==> src/hw/rtl/sps_pkg.sv <==
// ----------------------------------------------------------------------------
// sps_pkg
// Shared types, codes and phase-stepping functions of the stepper phase
// sequencer.
// ----------------------------------------------------------------------------
`default_nettype none

package sps_pkg;

  localparam int unsigned NUM_MOTORS = 4;

  // Configuration register indexes
  localparam logic [1:0] REG_STEP_MODE       = 2'd0;
  localparam logic [1:0] REG_PATTERN_TABLE   = 2'd1;
  localparam logic [1:0] REG_STANDBY_PATTERN = 2'd2;

  // Step modes (code 3 behaves as full step)
  localparam logic [1:0] MODE_FULL    = 2'd0;
  localparam logic [1:0] MODE_QUARTER = 2'd1;
  localparam logic [1:0] MODE_HALF    = 2'd2;

  // Actions
  localparam logic ACT_STEP    = 1'b0;
  localparam logic ACT_RELEASE = 1'b1;

  // Result status codes
  localparam logic [1:0] ST_OK    = 2'd0;
  localparam logic [1:0] ST_LIMIT = 2'd1;
  localparam logic [1:0] ST_FATAL = 2'd2;

  typedef struct packed {
    logic       action;
    logic [1:0] motor_select;
    logic       direction;
    logic       limit_before;
    logic       limit_after;
    logic       move_last;
  } in_item_t;

  typedef struct packed {
    logic       drive_valid;
    logic [7:0] coil_pattern;
    logic [2:0] phase_index;
    logic [1:0] status;
    logic       last;
  } out_item_t;

  // Control from the step unit back to the state registers
  typedef struct packed {
    logic       two_res;   // back-off: a second result follows
    logic       state_we;  // update in_move
    logic       in_move;   // new in_move value
    logic       run_we;    // update running phase
    logic       store_we;  // write phase to the motor's store entry
    logic [2:0] phase;     // phase to keep
  } step_ctl_t;

  function automatic logic [2:0] phase_fwd(input logic [2:0] p, input logic [1:0] mode);
    logic [2:0] r;
    case (mode)
      MODE_QUARTER: r = p[0] ? p + 3'd1 : p + 3'd2;
      MODE_HALF:    r = p[0] ? p + 3'd2 : p + 3'd1;
      default:      r = p + 3'd1;
    endcase
    return r;
  endfunction

  function automatic logic [2:0] phase_rev(input logic [2:0] p, input logic [1:0] mode);
    logic [2:0] r;
    case (mode)
      MODE_QUARTER: begin
        if (p[0]) begin
          r = (p == 3'd1) ? 3'd6 : p - 3'd1;
        end else begin
          r = p - 3'd2;
        end
      end
      MODE_HALF: r = p[0] ? p - 3'd2 : p - 3'd1;
      default:   r = p - 3'd1;
    endcase
    return r;
  endfunction

  function automatic logic [7:0] pattern_of(input logic [63:0] tbl, input logic [2:0] p);
    return tbl[{p, 3'b000} +: 8];
  endfunction

endpackage

`default_nettype wire

==> src/hw/rtl/sps_ram.sv <==
// ----------------------------------------------------------------------------
// sps_ram
// Generic single-write, single-read RAM with a registered read port.
// ----------------------------------------------------------------------------
`default_nettype none

module sps_ram #(
  parameter int unsigned Width = 8,
  parameter int unsigned Depth = 4,
  localparam int unsigned AddrW = (Depth > 1) ? $clog2(Depth) : 1
) (
  input  wire logic             clk_i,
  input  wire logic             we_i,
  input  wire logic [AddrW-1:0] waddr_i,
  input  wire logic [Width-1:0] wdata_i,
  input  wire logic             re_i,
  input  wire logic [AddrW-1:0] raddr_i,
  output logic      [Width-1:0] rdata_o
);

  logic [Width-1:0] mem_q [Depth];
  logic [Width-1:0] rdata_q;

  always_ff @(posedge clk_i) begin
    if (we_i) begin
      mem_q[waddr_i] <= wdata_i;
    end
    if (re_i) begin
      rdata_q <= mem_q[raddr_i];
    end
  end

  assign rdata_o = rdata_q;

endmodule

`default_nettype wire

==> src/hw/rtl/sps_step_unit.sv <==
// ----------------------------------------------------------------------------
// sps_step_unit
// Next-phase logic: picks the start phase, steps it under the mode's wrap
// rules and forms the result items and the state update for one item.
// ----------------------------------------------------------------------------
`default_nettype none

module sps_step_unit (
  input  wire sps_pkg::in_item_t  item_i,
  input  wire logic [2:0]         store_phase_i,
  input  wire logic [2:0]         running_phase_i,
  input  wire logic               in_move_i,
  input  wire logic [1:0]         step_mode_i,
  input  wire logic [63:0]        pattern_table_i,
  input  wire logic [7:0]         standby_pattern_i,
  output sps_pkg::out_item_t      res0_o,
  output sps_pkg::out_item_t      res1_o,
  output sps_pkg::step_ctl_t      ctl_o
);
  import sps_pkg::*;

  logic [2:0] cur, nxt, back;

  assign cur  = in_move_i ? running_phase_i : store_phase_i;
  assign nxt  = item_i.direction ? phase_fwd(cur, step_mode_i) : phase_rev(cur, step_mode_i);
  assign back = item_i.direction ? phase_rev(nxt, step_mode_i) : phase_fwd(nxt, step_mode_i);

  always_comb begin
    ctl_o  = '0;
    ctl_o.phase = nxt;
    res1_o = '{drive_valid: 1'b1, coil_pattern: pattern_of(pattern_table_i, back),
               phase_index: back, status: ST_LIMIT, last: 1'b1};
    res0_o = '{drive_valid: 1'b1, coil_pattern: pattern_of(pattern_table_i, nxt),
               phase_index: nxt, status: ST_OK, last: 1'b1};
    if (item_i.action == ACT_RELEASE) begin
      res0_o = '{drive_valid: 1'b1, coil_pattern: standby_pattern_i,
                 phase_index: 3'd0, status: ST_OK, last: 1'b1};
    end else if (!in_move_i && item_i.limit_before) begin
      // fatal at move start: no drive, state untouched
      res0_o = '{drive_valid: 1'b0, coil_pattern: 8'd0,
                 phase_index: 3'd0, status: ST_FATAL, last: 1'b1};
    end else if (item_i.limit_after) begin
      // back off and abort the move without saving
      res0_o.last    = 1'b0;
      ctl_o.two_res  = 1'b1;
      ctl_o.state_we = 1'b1;
      ctl_o.in_move  = 1'b0;
    end else if (item_i.move_last) begin
      ctl_o.state_we = 1'b1;
      ctl_o.in_move  = 1'b0;
      ctl_o.store_we = 1'b1;
    end else begin
      ctl_o.state_we = 1'b1;
      ctl_o.in_move  = 1'b1;
      ctl_o.run_we   = 1'b1;
    end
  end

endmodule

`default_nettype wire

==> src/hw/rtl/stepper_phase_sequencer_core.sv <==
// ----------------------------------------------------------------------------
// stepper_phase_sequencer_core
// Flow: an item's transfer loads the step stage and issues the motor phase
//   store read; its result then enters the output register from that stage.
// Throughput: one item per cycle while the output does not stall; a back-off
//   item holds the step stage, one result at a time in the output register.
// Reset: control and configuration registers clear; store entries never
//   written read as phase zero through per-entry valid bits, no clearing pass.
// ----------------------------------------------------------------------------
`default_nettype none

module stepper_phase_sequencer_core #(
  parameter int unsigned NumMotors = sps_pkg::NUM_MOTORS
) (
  input  wire logic               clk_i,
  input  wire logic               rst_ni,
  // item input
  input  wire logic               in_valid_i,
  output logic                    in_stall_o,
  input  wire sps_pkg::in_item_t  in_item_i,
  // result output
  output logic                    out_valid_o,
  input  wire logic               out_stall_i,
  output sps_pkg::out_item_t      out_item_o,
  // configuration writes
  input  wire logic               cfg_valid_i,
  output logic                    cfg_ready_o,
  input  wire logic [1:0]         cfg_index_i,
  input  wire logic [63:0]        cfg_wdata_i
);
  import sps_pkg::*;

  localparam int unsigned AddrW = (NumMotors > 1) ? $clog2(NumMotors) : 1;
  localparam logic [4:0] NumM = 5'(NumMotors);

  // --------------------------------------------------------------------------
  // Configuration registers, always ready; unchecked by the block, the user must make writes land only while idle
  // --------------------------------------------------------------------------
  logic [1:0]  step_mode_q;
  logic [63:0] pattern_table_q;
  logic [7:0]  standby_pattern_q;

  assign cfg_ready_o = 1'b1;

  always_ff @(posedge clk_i or negedge rst_ni) begin
    if (!rst_ni) begin
      step_mode_q       <= MODE_FULL;
      pattern_table_q   <= '0;
      standby_pattern_q <= '0;
    end else if (cfg_valid_i) begin
      unique case (cfg_index_i)
        REG_STEP_MODE:       step_mode_q       <= cfg_wdata_i[1:0];
        REG_PATTERN_TABLE:   pattern_table_q   <= cfg_wdata_i;
        REG_STANDBY_PATTERN: standby_pattern_q <= cfg_wdata_i[7:0];
        default: ;
      endcase
    end
  end

  // --------------------------------------------------------------------------
  // Motor select reduced modulo the motor count (select is only 2 bits wide,
  // so three conditional subtracts cover every count)
  // --------------------------------------------------------------------------
  logic [4:0]       sel_red;
  logic [AddrW-1:0] in_addr;

  always_comb begin
    sel_red = {3'b000, in_item_i.motor_select};
    for (int k = 0; k < 3; k++) begin
      if (sel_red >= NumM) begin
        sel_red = sel_red - NumM;
      end
    end
  end

  assign in_addr = sel_red[AddrW-1:0];

  // --------------------------------------------------------------------------
  // Step stage: one item, its RAM read data and forwarding info
  // --------------------------------------------------------------------------
  logic             s1_vld_q;
  logic             s1_sub_q;     // second result of a back-off is due
  in_item_t         s1_item_q;
  logic [AddrW-1:0] s1_addr_q;
  logic             s1_fwd_q;     // entry written at the edge the read issued
  logic [2:0]       s1_fwd_data_q;

  logic             in_move_q;
  logic [2:0]       running_q;
  logic [NumMotors-1:0] entry_vld_q;

  out_item_t        res0, res1;
  step_ctl_t        ctl;
  logic [2:0]       ram_rdata;
  logic [2:0]       store_phase;

  logic in_xfer, out_free, emit, s1_done, st_we;

  assign out_free   = !out_valid_o || !out_stall_i;
  assign emit       = s1_vld_q && out_free;
  assign s1_done    = emit && (!ctl.two_res || s1_sub_q);
  assign in_stall_o = s1_vld_q && !s1_done;
  assign in_xfer    = in_valid_i && !in_stall_o;
  assign st_we      = s1_done && ctl.store_we;

  // Take the forwarded write first, then stored data, else the reset phase.
  always_comb begin
    if (s1_fwd_q) begin
      store_phase = s1_fwd_data_q;
    end else if (entry_vld_q[s1_addr_q]) begin
      store_phase = ram_rdata;
    end else begin
      store_phase = 3'd0;
    end
  end

  sps_ram #(
    .Width (3),
    .Depth (NumMotors)
  ) u_phase_store (
    .clk_i   (clk_i),
    .we_i    (st_we),
    .waddr_i (s1_addr_q),
    .wdata_i (ctl.phase),
    .re_i    (in_xfer),
    .raddr_i (in_addr),
    .rdata_o (ram_rdata)
  );

  sps_step_unit u_step (
    .item_i            (s1_item_q),
    .store_phase_i     (store_phase),
    .running_phase_i   (running_q),
    .in_move_i         (in_move_q),
    .step_mode_i       (step_mode_q),
    .pattern_table_i   (pattern_table_q),
    .standby_pattern_i (standby_pattern_q),
    .res0_o            (res0),
    .res1_o            (res1),
    .ctl_o             (ctl)
  );

  always_ff @(posedge clk_i or negedge rst_ni) begin
    if (!rst_ni) begin
      s1_vld_q <= 1'b0;
      s1_sub_q <= 1'b0;
    end else begin
      if (in_xfer) begin
        s1_vld_q <= 1'b1;
      end else if (s1_done) begin
        s1_vld_q <= 1'b0;
      end
      // advance to the back-off result once the first one is out
      if (s1_done) begin
        s1_sub_q <= 1'b0;
      end else if (emit && ctl.two_res) begin
        s1_sub_q <= 1'b1;
      end
    end
  end

  // Payload of the step stage; catch a same-entry write racing the read.
  always_ff @(posedge clk_i) begin
    if (in_xfer) begin
      s1_item_q     <= in_item_i;
      s1_addr_q     <= in_addr;
      s1_fwd_q      <= st_we && (s1_addr_q == in_addr);
      s1_fwd_data_q <= ctl.phase;
    end
  end

  // --------------------------------------------------------------------------
  // Move state and per-entry valid bits, committed with the item's last result
  // --------------------------------------------------------------------------
  always_ff @(posedge clk_i or negedge rst_ni) begin
    if (!rst_ni) begin
      in_move_q   <= 1'b0;
      running_q   <= 3'd0;
      entry_vld_q <= '0;
    end else if (s1_done) begin
      if (ctl.state_we) begin
        in_move_q <= ctl.in_move;
      end
      if (ctl.run_we) begin
        running_q <= ctl.phase;
      end
      if (ctl.store_we) begin
        entry_vld_q[s1_addr_q] <= 1'b1;
      end
    end
  end

  // --------------------------------------------------------------------------
  // Output register: holds a result until its transfer, frees the step stage
  // --------------------------------------------------------------------------
  logic      out_valid_q;
  out_item_t out_item_q;

  always_ff @(posedge clk_i or negedge rst_ni) begin
    if (!rst_ni) begin
      out_valid_q <= 1'b0;
    end else if (emit) begin
      out_valid_q <= 1'b1;
    end else if (!out_stall_i) begin
      out_valid_q <= 1'b0;
    end
  end

  always_ff @(posedge clk_i) begin
    if (emit) begin
      out_item_q <= s1_sub_q ? res1 : res0;
    end
  end

  assign out_valid_o = out_valid_q;
  assign out_item_o  = out_item_q;

endmodule

`default_nettype wire

==> config.mk <==
export PLATFORM = sky130hd
export DESIGN_NAME = stepper_phase_sequencer_core
export DESIGN_NICKNAME = d
export VERILOG_FILES = /design/src/hw/rtl/sps_pkg.sv /design/src/hw/rtl/sps_ram.sv /design/src/hw/rtl/sps_step_unit.sv /design/src/hw/rtl/stepper_phase_sequencer_core.sv
export SDC_FILE = /design/constraint.sdc
export NUM_CORES = 1
export LEC_CHECK = 0
export BUFFER_PORTS_ARGS = -buffer_cell sky130_fd_sc_hd__buf_2
export CORE_ASPECT_RATIO = 1.1
export CORE_MARGIN = 2
export CORE_UTILIZATION = 59
export DETAILED_ROUTE_END_ITERATION = 10
export GPL_TIMING_DRIVEN = 0
export PLACE_DENSITY = 0.92
export SYNTH_ARGS = -nofsm -noshare
export SYNTH_HDL_FRONTEND = slang
export SYNTH_SLANG_ARGS = --single-unit
==> constraint.sdc <==
create_clock -name clk_i -period 6.3 [get_ports clk_i]
set_input_delay 0.315 -clock clk_i [delete_from_list [all_inputs] [get_ports clk_i]]
set_output_delay 0.315 -clock clk_i [all_outputs]
set_load 0.02 [all_outputs]
==> impl_results.md, run 1 <==
* Run status: complete, no violations
* Syn. warnings at 0
* Slowest CP cell: a31oi_2
* Sequential area share after synthesis at between 40% and 50%
* Post-synthesis adder-cell area fraction at 1.53%
* Peak supply drop at just under 0.3 mV
* PortBufs at between 90 and 100
* Buf+Inv Stages, Crit Path at 7
* Routed length per instance at 23.7 um
* Fraction of registers with async set/reset at 67.5%
* Reg-to-Reg End: out_item_o[10]$_DFFE_PP_
* GRT overflow at 0
* Headroom to the max-slew limit at around 28%
* Share of cells above drive strength 1 at about a third
* Routed Antenna Nets at 0
* P&R area growth vs syn at 17.6%
* First-pass GRT wire length at approximately 35000 um
* Gp weighted congestion at ~1
* Sink Count at ~130
* Largest net degree at the start of global routing at 50
* Crit path kind: reg -> reg
* H-tree levels at 4
* Hold Crit Class: in -> reg
* Clock slew at reported path FFs at about 0.070 ns
* Simple-gate area share of the yosys netlist at between 15 and 20%
* Initial Utilization at roughly 61%
* Core Rows at 42
* Arrival time at the worst endpoint at about 6.2 ns
* 1st-iter DRT viols at 1073
* Final period utilization at about 97%
* Total power at ~4000 uW
* WHS Path Cells at 1
* CP max stage delay at between 0.5 and 0.6 ns
* GRT Util Overall at around a third
* Max-slew violations at 0
* Crit-path cells: buf_2 > mux2i_1 > o22ai_1 > a31o_1 > buf_2 > ha_1 > o22ai_1 > a31oi_1 > o32ai_1 > or3b_1 > buf_6 > buf_6 > ha_1 > inv_1 > o21ai_0 > a31oi_2 > buf_2 > clkbuf_1 > nand2_1 > nand3_1 > a311oi_1 > nor3_1 > a211oi_2
* Setup TNS at 0 ns
* Initial antenna violation count at 0
* DIE HEIGHT at around 120 um
* Largest family of logic cells by synthesized area: multiplexers
* Critical Path Most Common Cell: buf_2
* Post-DP HPWL at between 15000 and 20000 um
* Power Density at between 400 and 500 nW/um2
* Worst Reg-to-Reg Cells at 23
* Gate Count Post-Synth at 677
* RSZ-0062 raised after global routing: false
* Die Wd at approximately 110 um
* Die area at 13400 um2
* CTS Buffer Depth at 2
* Crit start category: flop
* Final Critical Period at a little over 6 ns
* Most common cell after layout, fill and taps aside: buf_2
* Post-synth cell types at 78
* CTS tree: yes
* Max Clock Freq at 164 MHz
* Vias at about 6700
* ANT cells at 0
* Reg2reg start: s1_addr_q[1]$_DFFE_PP_
* Xor/xnor share of the synthesized area at 0.903%
* I/O pin total at 96
* DRT Pass-1 Iters at 7
* Final hold vios at 0
* Post-Route WL at around 23000 um
* Hold path start: in_item_i[2]
* DRC Markers at 0
* EDFF count, synth at 41
* Yosys reg bits at around 130
* Post-Syn Area per Cell at about 11 um2
* Synth Area in Compound Gates at 14.3%
* Lkg Pwr at 0.00358 uW
* Core region area at approximately 12000 um2
* Crit path capture type: flop
* # setup viols final at 0
* Max-Cap Viols at 0
* Skew-Pair Late Insertion Delay at between 0.4 and 0.5 ns
* Ys flop type: dfrtp_1
* Nets at 879
* R2R Setup Slk at 0.22 ns
* Most frequent cells in the layout: buf_2 (101), dfrtp_1 (85), mux2_2 (80)
* Vias in the first global route at between 6000 and 7000
* Post-Route Skew at approximately 0.0074 ns
* Crit path max-delay family: compound AO/OA/AOI/OAI gates
* CTS buffer count at 17
* Worst Hold Endpoint: s1_item_q[2]$_DFFE_PP_
* Vias/cell at 6.94
* Mapped Nets at between 700 and 800
* Worst-margin pin slew at 1.06 ns
* Root Buffer: clkbuf_16
* Mux contribution to synthesized area at 18.5%
* Worst Path Required at between 6 and 7 ns
* Mapped Area at between 7000 and 8000 um2
* Worst Path Max Fanout at 15
==> Yosys cell counts (7+ instances only) <==
cell type	instances	area, um2
nor2_1	58	218
dfrtp_1	85	2130
edfxtp_1	41	1230
o41ai_1	7	61.3
mux4_2	9	203
mux2_2	80	901
o21ai_0	17	85.1
inv_1	15	56.3
nand2_1	65	244
nand3_1	24	120
nor3_1	20	100
nand2b_1	10	62.6
mux2i_1	23	230
or4_1	17	128
buf_2	8	40.0
clkbuf_1	31	116
ha_1	9	113
a21oi_1	20	100
o22ai_1	15	93.8
and3_1	7	43.8
==> metal layers <==
metal,global-route usage (%),routed length [um]
met4,21.0,1620
met5,0,0
met2,56.4,10800
met3,7.49,2510
met1,41.5,7800
==> power by group <==
group	internal [uW]	switching, uW
Sequential	1030	128
Combinational	676	1160
Clock	570	415
Total	2270	1700
==> repair_timing <==
action / in CTS / in global routing
setup endpoints to repair: 0 / 8
endpoints found under the hold margin: 36 / 0
gates resized for setup: 0 / 3
hold buffers: 1 / 0
buffers inserted: 0 / 0
==> worst register-to-register path: stages (launching register included) <==
cell,delay (ns)
edfxtp_1,0.32
buf_2,0.19
mux2i_1,0.32
o22ai_1,0.17
a31o_1,0.24
buf_2,0.18
ha_1,0.34
o22ai_1,0.10
a31oi_1,0.26
o32ai_1,0.18
or3b_1,0.41
buf_6,0.15
buf_6,0.17
ha_1,0.35
inv_1,0.11
o21ai_0,0.15
a31oi_2,0.54
buf_2,0.33
clkbuf_1,0.46
nand2_1,0.13
nand3_1,0.14
a311oi_1,0.06
nor3_1,0.36
a211oi_2,0.14
==> kinds of logic after synthesis <==
| logic type | after synthesis |
|---|---|
| other cells | 1 |
| fa+ha+maj | 9 |
| compound gates | 130 |
| mux | 113 |
| xor+xnor | 6 |
| simple gates | 226 |
| flops | 126 |
| buf+inv | 66 |
==> area by class of cell <==
type | instances | area (um2)
buffer | 47 | 229
clock buffer | 18 | 439
clock inverter | 14 | 149
fill | 849 | 3450
inverter | 19 | 72.6
multi-input combinational | 485 | 3690
sequential | 126 | 3360
tap | 154 | 193
timing repair buffer | 96 | 510
==> state kept, by name, indices dropped and copies added, names as in the netlist <==
register               count
pattern_table_q           64
out_item_o                15
u_phase_store.mem_q       12
standby_pattern_q          8
s1_item_q                  5
entry_vld_q                4
running_q                  3
s1_fwd_data_q              3
u_phase_store.rdata_o      3
s1_addr_q                  2
step_mode_q                2
in_move_q                  1
out_valid_o                1
s1_fwd_q                   1
s1_sub_q                   1
s1_vld_q                   1
==> worst max path at each step <==
stage                                 startpoint                        to  slack (ns)  cells after the start
after floorplan           s1_addr_q[0]$_DFFE_PP_  out_item_o[11]$_DFFE_PP_        1.55                     21
after global placement    s1_addr_q[1]$_DFFE_PP_  out_item_o[11]$_DFFE_PP_        0.51                     19
after detailed placement  s1_addr_q[1]$_DFFE_PP_  out_item_o[11]$_DFFE_PP_        0.40                     19
after CTS                 s1_addr_q[1]$_DFFE_PP_  out_item_o[10]$_DFFE_PP_        0.24                     20
after global routing      s1_addr_q[1]$_DFFE_PP_  out_item_o[10]$_DFFE_PP_        0.02                     20
final                     s1_addr_q[1]$_DFFE_PP_  out_item_o[10]$_DFFE_PP_        0.22                     23
==> per-stage QoR <==
stage	instances	util (%)	cell area (um2)	hold slack, ns	setup slack, ns
2_1_floorplan	677	-	7350	0.0194	1.55
3_3_place_gp	925	66.3	8010	0.439	0.510
3_5_place_dp	926	66.5	8040	0.316	0.399
4_1_cts	959	71.5	8640	0.0647	0.243
5_1_grt	959	71.5	8640	0.0622	0.0190
6_report	959	71.5	8640	0.0681	0.219
(Power assumes the default switching activity.)
==> run 2: changes to the inputs <==
ABC_AREA = 1   (was not set)
CORE_ASPECT_RATIO = not set   (was 1.1)
CORE_UTILIZATION = 58   (was 59)
==> impl_results.md, run 2 <==
* Slowest CP cell: dfrtp_1
* Core region area at 11400 um2 (-5.9%)
* Post-DP HPWL at 13300 um (-11%)
* Vias/cell at 5.67 (-18%)
* Share of cells above drive strength 1 at 20.5% (-12 points)
* Peak supply drop at 0.396 mV (+36%)
* Headroom to the max-slew limit at 17.3% (-11 points)
* Hold Crit Class: in -> reg
* DRT Pass-1 Iters at 5 (-2)
* Core Rows at 39 (-7.1%)
* Crit path capture type: flop
* First-pass GRT wire length at 29800 um (-15%)
* CTS tree: yes
* I/O pin total at 96 (unchanged)
* EDFF count, synth at 41 (unchanged)
* Gp weighted congestion at 0.966 (-3.3%)
* Ys flop type: dfrtp_1
* Run status: complete, no violations
* Crit path kind: reg -> reg
* CTS Buffer Depth at 2 (unchanged)
* Post-Syn Area per Cell at 8.15 um2 (-25%)
* Largest net degree at the start of global routing at 56 (+12%)
* 1st-iter DRT viols at 691 (-36%)
* Max reg flops at 64 (unchanged)
* Lkg Pwr at 0.00395 uW (+10%)
* Yosys top cell by area: dfrtp_1
* Vias in the first global route at 6178 (-4.6%)
* CP max stage delay at 0.38 ns (-0.16 ns)
* H-tree levels at 4 (unchanged)
* Final period utilization at 70.5% (-26 points)
* Setup Fix Bufs, Post-CTS at 0 (unchanged)
* Max-Cap Viols at 0 (unchanged)
* CTS buffer count at 17 (unchanged)
* Top-count cell post-synth: nand2_1
* Synth cell count leaders: nand2_1 (230), inv_1 (89), dfrtp_1 (85)
* Synth area leaders: dfrtp_1 (32%), edfxtp_1 (18%), nand2_1 (13%)
* Power Density at 460 nW/um2 (about the same)
* GRT overflow at 0 (unchanged)
* P&R area growth vs syn at 19.1%
* Sequential area share after synthesis at 50.0% (+4.3 points)
* Initial antenna violation count at 0 (unchanged)
* DIE HEIGHT at 112 um (-7.8%)
* Post-synth cell types at 35 (-55%)
* Die area at 12400 um2 (-6.9%)
* Largest reg by FF count: pattern_table_q
* Worst-margin pin slew at 1.24 ns (+0.172 ns)
* Routed Antenna Nets at 0 (unchanged)
* DRC Markers at 0 (unchanged)
* # setup viols final at 0 (unchanged)
* Worst Path Max Fanout at 16 (+1)
* Post-synth top area share at 31.7% (+2.7 points)
* Final Critical Period at 4.44 ns (-1.64 ns)
* Max Clock Freq at 225 MHz (+37%)
* Most frequent cells in the layout: nand2_1 (230), buf_2 (102), inv_1 (89)
* Root Buffer: clkbuf_16
* Vias at 6201 (-6.9%)
* PortBufs at 94 (unchanged)
* ANT cells at 0 (unchanged)
* Die Wd at 112 um (+1.1%)
* Syn. warnings at 0 (unchanged)
* Mapped Area at 6710 um2 (-8.7%)
* Sink Count at 126 (unchanged)
* Critical Path Most Common Cell: nand2_1
* Worst Path Required at 6.48 ns (+0.02 ns)
* RSZ-0062 raised after global routing: false
* Post-Route WL at 18600 um (-18%)
* Arrival time at the worst endpoint at 4.61 ns (-1.63 ns)
* Final Core Density at 70.3% (-1.2 points)
* Post-Route Skew at 0.00650 ns (-0.000921 ns)
* Final hold vios at 0 (unchanged)
* Mapped Nets at 910 (+19%)
* Clock slew at reported path FFs at 0.06 ns (about the same)
* GRT Util Overall at 30.9% (-3.4 points)
* Most common cell after layout, fill and taps aside: nand2_1
* Fraction of registers with async set/reset at 67.5% (unchanged)
* Initial Utilization at 59.0% (-1.8 points)
* Crit start category: flop
* Yosys reg bits at 126 (unchanged)
* Gate Count Post-Synth at 823 (+22%)
* Routed length per instance at 17.0 um (-28%)
* Skew-Pair Late Insertion Delay at 0.42 ns (about the same)
* Hold Slack at 0.0682 ns (+0.000130 ns)
* Max-slew violations at 0 (unchanged)
* Setup TNS at 0 ns (unchanged)
* Nets at 1025 (+17%)
## run 2: where the power goes
part           internal [uW]  switching [uW]
Combinational            499            1060
Sequential              1040            87.2
Clock                    655             337
## run 2: cell type report
type	instances	area (um2)
plain buffers	34	169
clock buffers	23	448
clock inverters	9	141
fillers	878	3380
inverters	102	385
multi-input cells	561	2800
flip-flops and latches	126	3360
well taps	143	179
repair buffers	96	510
## run 2: cell families after synthesis
family / share of synthesized area (%)
mux: 4.18
fa+ha+maj: 1.68
simple gates: 23.4
other cells: 0.0559
buf+inv: 8.26
flops: 50.0
compound gates: 12.1
xor+xnor: 0.261
## run 2: routing by layer
metal / vias to the layer above / routed length, um / global-route usage, %
li1: 2909 / - / -
met1: 2912 / 7500 / 38.9
met2: 313 / 8930 / 50.8
met3: 67 / 1300 / 6.59
met4: 0 / 812 / 15.6
met5: - / 0 / 0
## run 2: critical path, delay by kind of cell (launching register included)
kind | cells | cell delay [ns]
AND/OR/NAND/NOR | 14 | 1.32
flip-flops | 1 | 0.38
AO/OA/AOI/OAI | 1 | 0.24
buffers and inverters | 8 | 1.68
adder cells (fa/ha/maj) | 2 | 0.58
## run 2: timing repair
item	4_1_cts	5_1_grt
gates resized for setup	0	0
endpoints found under the hold margin	30	0
hold buffers	1	0
## run 2: path summary, 6_finish.rpt
check,cells past startpoint,from,slack (ns),to
max in group asynchronous,3,rst_ni,5.31,entry_vld_q[0]$_DFFE_PN0P_
worst min register to register,1,entry_vld_q[0]$_DFFE_PN0P_,0.47,entry_vld_q[0]$_DFFE_PN0P_
min in group asynchronous,2,rst_ni,0.38,standby_pattern_q[6]$_DFFE_PN0P_
worst max register to register,25,step_mode_q[0]$_DFFE_PN0P_,1.86,out_item_o[10]$_DFFE_PP_
worst min-delay path,1,in_item_i[6],0.07,s1_item_q[6]$_DFFE_PP_
worst max-delay path,25,step_mode_q[0]$_DFFE_PN0P_,1.86,out_item_o[10]$_DFFE_PP_
## run 2: through the flow
stage | total power, uW | setup WS, ns | cell area, um2 | instances
floorplan | 2200 | 2.79 | 6710 | 823
global placement | 2610 | 2.10 | 7360 | 1060
detailed placement | 2640 | 2.03 | 7390 | 1061
CTS | 3640 | 2.00 | 7990 | 1094
global route | 3900 | 1.46 | 7990 | 1094
finish | 3680 | 1.86 | 7990 | 1094
